==> config.mk <==
export PLATFORM = sky130hd
export DESIGN_NAME = rc4kc_sequencer
export DESIGN_NICKNAME = d
export VERILOG_FILES = /design/src/hdl/rc4kc_pkg.sv /design/src/hdl/rc4kc_sequencer.sv
export SDC_FILE = /design/constraint.sdc
export NUM_CORES = 1
export LEC_CHECK = 0
export ABC_AREA = 1
export BUFFER_PORTS_ARGS = -buffer_cell sky130_fd_sc_hd__buf_2
export CELL_PAD_IN_SITES_DETAIL_PLACEMENT = 1
export CELL_PAD_IN_SITES_GLOBAL_PLACEMENT = 1
export CORE_MARGIN = 4
export CORE_UTILIZATION = 30
export CTS_CLUSTER_SIZE = 25
export DETAILED_ROUTE_END_ITERATION = 12
export PLACE_DENSITY_LB_ADDON = 0.1
export SETUP_SLACK_MARGIN = 0.02
export SYNTH_ARGS = -nofsm -noshare
export SYNTH_HDL_FRONTEND = slang
export SYNTH_SLANG_ARGS = --single-unit
==> constraint.sdc <==
create_clock -name clock -period 1.71 [get_ports clock]
set_input_delay 0.2565 -clock clock [delete_from_list [all_inputs] [get_ports clock]]
set_output_delay 0.2565 -clock clock [all_outputs]
set_load 0.02 [all_outputs]
==> src/hdl/rc4kc_pkg.sv <==
// Shared types, codes and microcode ROM of the RC4 keystream cipher core.
// No dependencies; imported by every module of the core and by its checker.
`timescale 1ns / 1ps

package rc4kc_pkg;

   localparam int KEY_MAX_BYTES = 256;
   localparam int KEY_AW        = (KEY_MAX_BYTES > 1) ? $clog2(KEY_MAX_BYTES) : 1;
   localparam int PERM_DEPTH    = 256;
   localparam int STEP_W        = 4;

   // item operation codes
   localparam logic [1:0] OP_LOAD   = 2'd0;
   localparam logic [1:0] OP_SCHED  = 2'd1;
   localparam logic [1:0] OP_DATA   = 2'd2;
   localparam logic [1:0] OP_IGNORE = 2'd3;

   // result kinds
   localparam logic KIND_DATA = 1'b0;
   localparam logic KIND_DONE = 1'b1;

   // sequencer next-step kinds
   localparam logic [1:0] SEQ_NEXT     = 2'd0;
   localparam logic [1:0] SEQ_GOTO     = 2'd1;
   localparam logic [1:0] SEQ_LOOP     = 2'd2;
   localparam logic [1:0] SEQ_DISPATCH = 2'd3;

   // permutation read address sources
   localparam logic [2:0] RD_NONE     = 3'd0;
   localparam logic [2:0] RD_K        = 3'd1;
   localparam logic [2:0] RD_ACC_NEXT = 3'd2;
   localparam logic [2:0] RD_I_NEXT   = 3'd3;
   localparam logic [2:0] RD_J_NEXT   = 3'd4;
   localparam logic [2:0] RD_SUM      = 3'd5;

   // permutation write address / data pairs
   localparam logic [2:0] WR_NONE  = 3'd0;
   localparam logic [2:0] WR_K_RD  = 3'd1;
   localparam logic [2:0] WR_ACC_T = 3'd2;
   localparam logic [2:0] WR_I_RD  = 3'd3;
   localparam logic [2:0] WR_J_T   = 3'd4;

   // result emission
   localparam logic [1:0] EMIT_NONE = 2'd0;
   localparam logic [1:0] EMIT_DONE = 2'd1;
   localparam logic [1:0] EMIT_DATA = 2'd2;

   // microprogram addresses
   localparam logic [STEP_W-1:0] STEP_IDLE    = 4'd0;
   localparam logic [STEP_W-1:0] STEP_LOAD    = 4'd1;
   localparam logic [STEP_W-1:0] STEP_KS_INIT = 4'd2;
   localparam logic [STEP_W-1:0] STEP_KS_RD   = 4'd3;
   localparam logic [STEP_W-1:0] STEP_KS_MIX  = 4'd4;
   localparam logic [STEP_W-1:0] STEP_KS_WR1  = 4'd5;
   localparam logic [STEP_W-1:0] STEP_KS_WR2  = 4'd6;
   localparam logic [STEP_W-1:0] STEP_KS_DONE = 4'd7;
   localparam logic [STEP_W-1:0] STEP_D_I     = 4'd8;
   localparam logic [STEP_W-1:0] STEP_D_J     = 4'd9;
   localparam logic [STEP_W-1:0] STEP_D_WR1   = 4'd10;
   localparam logic [STEP_W-1:0] STEP_D_WR2   = 4'd11;
   localparam logic [STEP_W-1:0] STEP_D_KS    = 4'd12;
   localparam logic [STEP_W-1:0] STEP_D_OUT   = 4'd13;

   typedef struct packed {
      logic [1:0]        seq;
      logic [STEP_W-1:0] target;
      logic [2:0]        rd_sel;
      logic [2:0]        wr_sel;
      logic [1:0]        emit;
      logic              sched_init;
      logic              key_wr;
      logic              ld_acc;
      logic              ld_t;
      logic              ld_u;
      logic              ld_i;
      logic              ld_j;
      logic              adv_k;
   } ctrl_word_type;

   typedef struct packed {
      logic [7:0] value;
      logic [7:0] slot;
   } item_type;

   function automatic ctrl_word_type rom_word(input logic [STEP_W-1:0] step);
      ctrl_word_type w;
      w = '0;
      case (step)
         STEP_IDLE: w.seq = SEQ_DISPATCH;
         STEP_LOAD: begin
            w.key_wr = 1'b1;
            w.seq    = SEQ_GOTO;
            w.target = STEP_IDLE;
         end
         STEP_KS_INIT: begin
            w.sched_init = 1'b1;
            w.seq        = SEQ_NEXT;
         end
         STEP_KS_RD: begin
            w.rd_sel = RD_K;
            w.seq    = SEQ_NEXT;
         end
         STEP_KS_MIX: begin
            w.ld_acc = 1'b1;
            w.ld_t   = 1'b1;
            w.rd_sel = RD_ACC_NEXT;
            w.seq    = SEQ_NEXT;
         end
         STEP_KS_WR1: begin
            w.wr_sel = WR_K_RD;
            w.seq    = SEQ_NEXT;
         end
         STEP_KS_WR2: begin
            w.wr_sel = WR_ACC_T;
            w.adv_k  = 1'b1;
            w.seq    = SEQ_LOOP;
            w.target = STEP_KS_RD;
         end
         STEP_KS_DONE: begin
            w.emit   = EMIT_DONE;
            w.seq    = SEQ_GOTO;
            w.target = STEP_IDLE;
         end
         STEP_D_I: begin
            w.ld_i   = 1'b1;
            w.rd_sel = RD_I_NEXT;
            w.seq    = SEQ_NEXT;
         end
         STEP_D_J: begin
            w.ld_t   = 1'b1;
            w.ld_j   = 1'b1;
            w.rd_sel = RD_J_NEXT;
            w.seq    = SEQ_NEXT;
         end
         STEP_D_WR1: begin
            w.wr_sel = WR_I_RD;
            w.ld_u   = 1'b1;
            w.seq    = SEQ_NEXT;
         end
         STEP_D_WR2: begin
            w.wr_sel = WR_J_T;
            w.seq    = SEQ_NEXT;
         end
         STEP_D_KS: begin
            w.rd_sel = RD_SUM;
            w.seq    = SEQ_NEXT;
         end
         STEP_D_OUT: begin
            w.emit   = EMIT_DATA;
            w.seq    = SEQ_GOTO;
            w.target = STEP_IDLE;
         end
         default: begin
            w.seq    = SEQ_GOTO;
            w.target = STEP_IDLE;
         end
      endcase
      return w;
   endfunction

   function automatic logic [STEP_W-1:0] dispatch_target(input logic [1:0] op);
      logic [STEP_W-1:0] s;
      case (op)
         OP_LOAD:  s = STEP_LOAD;
         OP_SCHED: s = STEP_KS_INIT;
         OP_DATA:  s = STEP_D_I;
         default:  s = STEP_IDLE;
      endcase
      return s;
   endfunction

endpackage

==> src/hdl/rc4kc_sequencer.sv <==
// Microcode sequencer: step counter, control ROM lookup and jump logic.
// Depends on rc4kc_pkg for the control word, step codes and ROM contents.
`timescale 1ns / 1ps

module rc4kc_sequencer (
   input  logic                   clock,
   input  logic                   reset,
   input  logic                   accept,
   input  logic [1:0]             op,
   input  logic                   k_last,
   input  logic                   out_free,
   output rc4kc_pkg::ctrl_word_type ctrl,
   output logic                   idle
);
   import rc4kc_pkg::*;

   logic [STEP_W-1:0] upc_ff;
   logic [STEP_W-1:0] upc_in;
   ctrl_word_type     w;

   assign w    = rom_word(upc_ff);
   assign ctrl = w;
   assign idle = (w.seq == SEQ_DISPATCH);

   always_comb begin
      case (w.seq)
         SEQ_NEXT:     upc_in = STEP_W'(upc_ff + 1'b1);
         SEQ_GOTO:     upc_in = w.target;
         SEQ_LOOP:     upc_in = k_last ? STEP_W'(upc_ff + 1'b1) : w.target;
         SEQ_DISPATCH: upc_in = accept ? dispatch_target(op) : upc_ff;
         default:      upc_in = STEP_IDLE;
      endcase
      // hold an emitting step until the result register frees up
      if ((w.emit != EMIT_NONE) && !out_free) begin
         upc_in = upc_ff;
      end
   end

   always_ff @(posedge clock) begin
      if (reset) begin
         upc_ff <= STEP_IDLE;
      end else begin
         upc_ff <= upc_in;
      end
   end

endmodule

==> results.cfg, run 1 <==
[layout]
top_regs = upc_ff (4)
drive_gt1_frac = 0.5357
fillers = 284
diodes = 0
largest_register_ffs = 4
nets = 154
max_flop_register = upc_ff
final_util = 0.5036
area_growth_pct = 53.14

[sta]
finClkSkew_ns = 0.003054
fin_crit_ns = 1.662
fin_crit_sh = 0.9717
hold_ws_ns = 0.2932
setup_tns_ns = 0
hold_viol = 0
fmax_ghz = 0.6018
slew_viol_final = 0
setup_slack_ns = 0.04839
grt_setup_unrepaired = true
setup_viol_count_final = 0

[yosys]
synth_cells = 105
synth_most_common_cell = inv_1
yosysWarnings = 0
syn_avg_cell_area_sq_um = 6.459
ys_seq_elements = 4
synth_commonest_cells = 21 x inv_1, 17 x nand2_1, 10 x nand3_1
synth_flop_cell = dfxtp_1
netlist_top_cells_area = dfxtp_1 12%, inv_1 12%, nand2_1 9.4%
yosysTopAreaCell = dfxtp_1
synth-edff-count = 0
ys_seq_area_frac = 0.1181
synth_cell_type_count = 25
async_reset_ff_frac = 0
syn-cell-area_sq_um = 678.2
synth_top_area_frac = 0.1181

[drt]
vias_per_cell = 4.587
dr.pass1.iters = 4
postRouteAntennaNets = 0
drc = 0
routed_wl_um = 2103
wire_per_inst_um = 12.59
drt_iter0_drc = 3
routed-via-count = 766

[cts]
htree_levels = 1
clockRootBuffer = clkbuf_4
cts_tree = done
clk_pin_slew_ns = 0.04
cts_sinks = 4
clk_latency_ns = 0.23
cts_max_path_buffers = 2
cts-buffers-inserted = 3

[pwr]
power.leakage_nw = 0.5874
seqPwrFrac = 0.133
finalPower_mw = 1.481
p_switching_uw = 822.0
power.density_nw_per_um2 = 1426
p_int_uw = 659.3
clock_power_share = 0.077
p_comb_frac = 0.789
netSwitchingFraction = 0.5549
peakVddDrop_uv = 673.9

[die]
fp.dieH_um = 55.55
std_cell_rows = 16
start_util = 0.3289
dieArea_sq_um = 3085
chipWidth_um = 55.55
io_pins = 30
coreArea_sq_um = 2062

[grt]
grt_usage = 0.1397
grt_overflow_total = 0
grt_antenna_before_repair = 0
grt_max_degree = 10
grt_pass1_vias = 814
grt_first_pass_wirelength_um = 3622

[placement]
dp_hpwl_um = 1617
portBuffers = 27
pre_cts_ws_ns = 0.03322
gp_congestion = 0.7438

[worst_setup_path]
cp_max_fo = 9
critPathKind = reg -> out
cp.arrival_ns = 1.41
endpoint_kind = output port
worstPathRequired_ns = 1.45
cp-start-kind = flop

[hold_path]
hold_path.class = in -> reg

[flow_run]
cap_violations = 0

[run_status]
status = completed
stage by stage:
stage	std cells	instance area [sq um]
6_report	167	1039
5_1_grt	167	1039
4_1_cts	164	958.4
3_5_place_dp	159	850.8
3_3_place_gp	159	850.8
2_1_floorplan	106	684.4
power groups by stage:
stage          sequential [mW]  combinational [mW]  clock, mW
6_report                 0.198                1.17      0.115
5_1_grt                  0.202                1.28      0.132
4_1_cts                  0.180                1.10      0.120
3_5_place_dp             0.157               0.975          0
3_3_place_gp             0.155               0.957          0
2_1_floorplan            0.144               0.705          0
cells in the final DEF (no fill, tap or decap), types with 3 or more instances in the layout:
cell,count
a21oi_1,7
buf_2,26
buf_4,8
clkbuf_4,3
ha_4,4
inv_1,18
inv_2,3
nand2_1,13
nand2_4,7
nand3_1,9
nand3_2,4
nor2_1,9
nor2_4,3
final timing paths:
path	endpoint	startpoint	slack, ns	cells past startpoint
min reg2reg	upc_ff[2]$_SDFFE_PP0P_	upc_ff[2]$_SDFFE_PP0P_	0.64	3
max	ctrl[20]	upc_ff[2]$_SDFFE_PP0P_	0.05	8
min	upc_ff[0]$_SDFFE_PP0P_	reset	0.29	4
max reg2reg	upc_ff[2]$_SDFFE_PP0P_	upc_ff[0]$_SDFFE_PP0P_	0.25	11
final cells by class:
class	count	area, sq um	area share
Timing Repair Buffer	37	232.7	0.2241
Sequential cell	4	88.84	0.08554
Multi-Input combinational cell	72	560.5	0.5398
Tap cell	27	33.78	0.03253
Inverter	24	100.1	0.09639
Clock buffer	3	22.52	0.02169
kinds of logic (layout without fill, tap and decap cells):
kind of cell | Yosys count | in the layout | synth area share
simple gates | 54 | 54 | 0.4779
buf+inv | 30 | 64 | 0.2140
compound gates | 10 | 10 | 0.07933
fa+ha+maj | 5 | 5 | 0.09225
flops | 4 | 4 | 0.1181
other cells | 1 | 2 | 0.005530
xor+xnor | 1 | 1 | 0.01292
per-layer routing:
metal  global-route usage  up-vias  wire length (um)
met4              0.03472        0                12
met3              0.02331        3               111
met2               0.2669       23              1123
met5                    0        -                 0
li1                     -      388                 -
met1               0.1572      352               855
what timing repair did:
item,in CTS,in global routing
gates resized for setup,22,12
pin swaps,2,6
buffers inserted,2,3
endpoints found under the setup margin,10,1
hold buffers,0,0
worst max-delay path, cell delays in order, from the launching register on:
cell,delay (ns)
dfxtp_2,0.35
buf_12,0.15
nor2_4,0.17
nand2_2,0.09
nand2_4,0.09
nor2_4,0.04
nand2_4,0.08
nand2_1,0.06
buf_6,0.13
No activity file was read; power rests on OpenSTA's default activity.
==> run 2: changes to the inputs <==
CORE_MARGIN = unset   (was 4)
CTS_CLUSTER_SIZE = 20   (was 25)
==> results.cfg, run 2 (synthesis results as in run 1) <==
[layout]
final_common_cell = buf_2
stdcell_count = 172
final_cell_mix = 24 x buf_2, 18 x inv_1, 15 x buf_4
area_growth_pct = 64.76
drive_gt1_frac = 0.5586
top_regs = upc_ff (4)
largest_register_ffs = 4
nets = 159
diodes = 0
max_flop_register = upc_ff

[sta]
hold_viol = 0
hold_ws_ns = 0.2914
setup_slack_ns = 0.008766
fin_crit_sh = 0.9949
fin_crit_ns = 1.701
slew_viol_final = 0
grt_setup_unrepaired = true
setup_viol_count_final = 0
finClkSkew_ns = 0.006058
fmax_ghz = 0.5878

[placement]
dp_hpwl_um = 1485
pre_cts_ws_ns = 0.01824
gp_congestion = 0.7777
place_inst = 159
portBuffers = 27

[grt]
grt_first_pass_wirelength_um = 3381
grt_max_degree = 10
grt_usage = 0.1817
grt_overflow_total = 0
grt_antenna_before_repair = 0
grt_pass1_vias = 760

[worst_setup_path]
cp.arrival_ns = 1.44
endpoint_kind = output port
critPathKind = reg -> out
reg2reg_from = upc_ff[0]$_SDFFE_PP0P_
cp-start-kind = flop
worstPathRequired_ns = 1.45
cp_max_fo = 5
critPathLaunch = upc_ff[0]$_SDFFE_PP0P_

[cts]
htree_levels = 1
cts_sinks = 4
clockRootBuffer = clkbuf_4
clk_latency_ns = 0.25
clk_pin_slew_ns = 0.04
ctsHoldBuffers = 0
cts_tree = done
cts_max_path_buffers = 2
cts-buffers-inserted = 3

[drt]
routed-via-count = 808
routed_wl_um = 2579
wire_per_inst_um = 14.99
vias_per_cell = 4.698
drt_iter0_drc = 12
dr.pass1.iters = 4
postRouteAntennaNets = 0
drc = 0

[die]
coreArea_sq_um = 2042
io_pins = 30
dieArea_sq_um = 2455
fp.dieH_um = 49.55
std_cell_rows = 16
chipWidth_um = 49.55
start_util = 0.3321

[hold_path]
hold_path_startpoint = reset
hold_path.class = in -> reg

[pwr]
peakVddDrop_uv = 888.8
finalPower_mw = 1.764
power.leakage_nw = 0.6186
power.density_nw_per_um2 = 1579

[flow_run]
cap_violations = 0

[run_status]
status = completed
## run 2: cell count changes in the layout (fill, tap and decap cells not counted), sizes merged
cell	delta
buf	+5
## run 2: timing repair
action                                  4_1_cts  5_1_grt
gates resized for setup                      23       18
endpoints found under the setup margin       10        3
pin swaps                                     2        6
setup buffers                                 3        7
## run 2: worst paths after layout
kind	endpoint	slack [ns]	cells after the start
worst min register to register	upc_ff[2]$_SDFFE_PP0P_	0.63	3
worst max register to register	upc_ff[0]$_SDFFE_PP0P_	0.18	11
worst min-delay path	upc_ff[0]$_SDFFE_PP0P_	0.29	4
worst max-delay path	ctrl[20]	0.009	8
## run 2: metal layers
layer	vias up	GRT usage	wire length [um]
met5	-	0	0
met4	0	0.07143	21
met3	2	0.02160	115
met2	28	0.3221	1408
met1	380	0.2192	1034
li1	398	-	-
## run 2: area by class of cell
type                            count  area, sq um
Timing Repair Buffer               42        275.3
Fill cell                         286        924.6
Sequential cell                     4        88.84
Inverter                           24        100.1
Clock buffer                        3        22.52
Tap cell                           27        33.78
Multi-Input combinational cell     72        596.8
## run 2: power breakdown
part	switching [mW]	total, mW	internal (mW)	leakage (nW)
combinational	0.841	1.44	0.602	0.570
clock	0.0447	0.124	0.0789	0.0138
sequential	0.0657	0.198	0.132	0.0346
## run 2: critical path: stages, from the launching register on
cell	delay, ns
dfxtp_4	0.42
inv_6	0.06
ha_4	0.19
nand3_4	0.08
nand2_4	0.06
nor2_4	0.10
nand2_4	0.08
nand2_2	0.08
buf_6	0.11
## run 2: stage by stage
stage / utilization / TNS (ns) / instance area, sq um
floorplan: - / 0 / 684.4
global placement: 0.4167 / 0 / 850.8
detailed placement: 0.4167 / 0 / 850.8
CTS: 0.4749 / 0 / 969.7
global route: 0.5472 / -0.04030 / 1117
finish: 0.5472 / 0 / 1117
==> run 3: changes to the inputs <==
CORE_MARGIN = 3   (was unset)
==> results.cfg, run 3 (synthesis results as in run 1) <==
[die]
io_pins = 30
start_util = 0.3321
fp.dieH_um = 53.55
dieArea_sq_um = 2867
coreArea_sq_um = 2042
chipWidth_um = 53.55
std_cell_rows = 16

[sta]
fmax_ghz = 0.5914
setup_slack_ns = 0.01912
grt_setup_unrepaired = true
fin_crit_ns = 1.691
hold_ws_ns = 0.3003
hold_viol = 0
slew_viol_final = 0
setup_viol_count_final = 0
fin_crit_sh = 0.9888
finClkSkew_ns = 0.002580

[layout]
top_regs = upc_ff (4)
drive_gt1_frac = 0.5290
largest_register_ffs = 4
final_common_cell = buf_2
area_growth_pct = 56.09
nets = 152
final_cell_mix = 25 x buf_2, 18 x inv_1, 14 x nand2_1
diodes = 0
max_flop_register = upc_ff

[worst_setup_path]
cpPeakStageDelay_ns = 0.32
cp.arrival_ns = 1.43
critPathKind = reg -> out
cp-start-kind = flop
r2r_setup_slack_ns = 0.23
regToRegEndpoint = upc_ff[0]$_SDFFE_PP0P_
crit_chain = buf_4, nor2_4, nand2_1, nand2_2, nor2_4, nand2_4, nand2_1, buf_6
reg2reg_from = upc_ff[3]$_SDFFE_PP0P_
worstPathRequired_ns = 1.45
endpoint_kind = output port
crit_slowest_cell = dfxtp_1
reg2regPathDepth = 11
cp_max_fo = 8

[cts]
clk_pin_slew_ns = 0.04
clockRootBuffer = clkbuf_4
clk_latency_ns = 0.23
cts_tree = done
htree_levels = 1
cts_max_path_buffers = 2
cts-buffers-inserted = 3
cts_sinks = 4
ctsHoldBuffers = 0

[grt]
grt_overflow_total = 0
grt_pass1_vias = 755
grt_antenna_before_repair = 0
grt_max_degree = 10
grt_usage = 0.1561
grt_first_pass_wirelength_um = 3312

[hold_path]
whs_endpoint = upc_ff[1]$_SDFFE_PP0P_
min_path_cells = 4
hold_path_startpoint = reset
hold_path.class = in -> reg

[pwr]
power.leakage_nw = 0.5846
peakVddDrop_uv = 873.2
finalPower_mw = 1.552
power.density_nw_per_um2 = 1466

[drt]
postRouteAntennaNets = 0
vias_per_cell = 4.564
routed-via-count = 753
routed_wl_um = 2085
drt_iter0_drc = 9
dr.pass1.iters = 2
wire_per_inst_um = 12.64
drc = 0

[placement]
portBuffers = 27
pre_cts_ws_ns = 0.04472
dp_hpwl_um = 1562
gp_congestion = 0.7408

[run_status]
status = completed

[flow_run]
cap_violations = 0
## run 3: worst max-delay path, delay by kind of cell, from the launching register on
family	cells	cell delay, ns
buffers and inverters	2	0.32
flip-flops	1	0.32
AND/OR/NAND/NOR	6	0.56
## run 3: area by class of cell
class,count,area (sq um)
fill,279,983.4
multi-input combinational,72,584.3
timing repair buffer,35,229.0
inverter,24,100.1
sequential,4,88.84
tap,27,33.78
clock buffer,3,22.52
## run 3: how the worst max path moves through the flow
stage	to	start	slack [ns]
CTS	ctrl[20]	upc_ff[0]$_SDFFE_PP0P_	0.05
global route	ctrl[20]	upc_ff[3]$_SDFFE_PP0P_	-0.03
detailed placement	ctrl[20]	upc_ff[0]$_SDFFE_PP0P_	0.04
global placement	ctrl[20]	upc_ff[0]$_SDFFE_PP0P_	0.08
finish	ctrl[20]	upc_ff[3]$_SDFFE_PP0P_	0.02
floorplan	ctrl[20]	upc_ff[0]$_SDFFE_PP0P_	0.08
## run 3: what timing repair did
action | in CTS | in global routing
gates cloned | 0 | 0
setup endpoints to repair | 6 | 3
gates resized for setup | 26 | 10
setup buffers | 3 | 1
pin swaps | 3 | 5
## run 3: power breakdown
part	internal, mW	switching, mW	total, mW
Clock	0.0782	0.0338	0.112
Sequential	0.132	0.0657	0.198
Combinational	0.497	0.745	1.24
Total	0.707	0.845	1.55
## run 3: layer usage
layer  global-route usage  wire (um)
met4              0.02553          0
met1               0.1910        886
met2               0.2939       1109
met5                    0          0
met3              0.01662         89
## run 3: stage by stage
stage / utilization / area, sq um / std cells / TNS, ns
floorplan: - / 684.4 / 106 / 0
global placement: 0.4130 / 843.3 / 158 / 0
detailed placement: 0.4130 / 843.3 / 158 / 0
CTS: 0.4871 / 994.7 / 164 / 0
global route: 0.5184 / 1059 / 165 / -0.02572
finish: 0.5184 / 1059 / 165 / 0
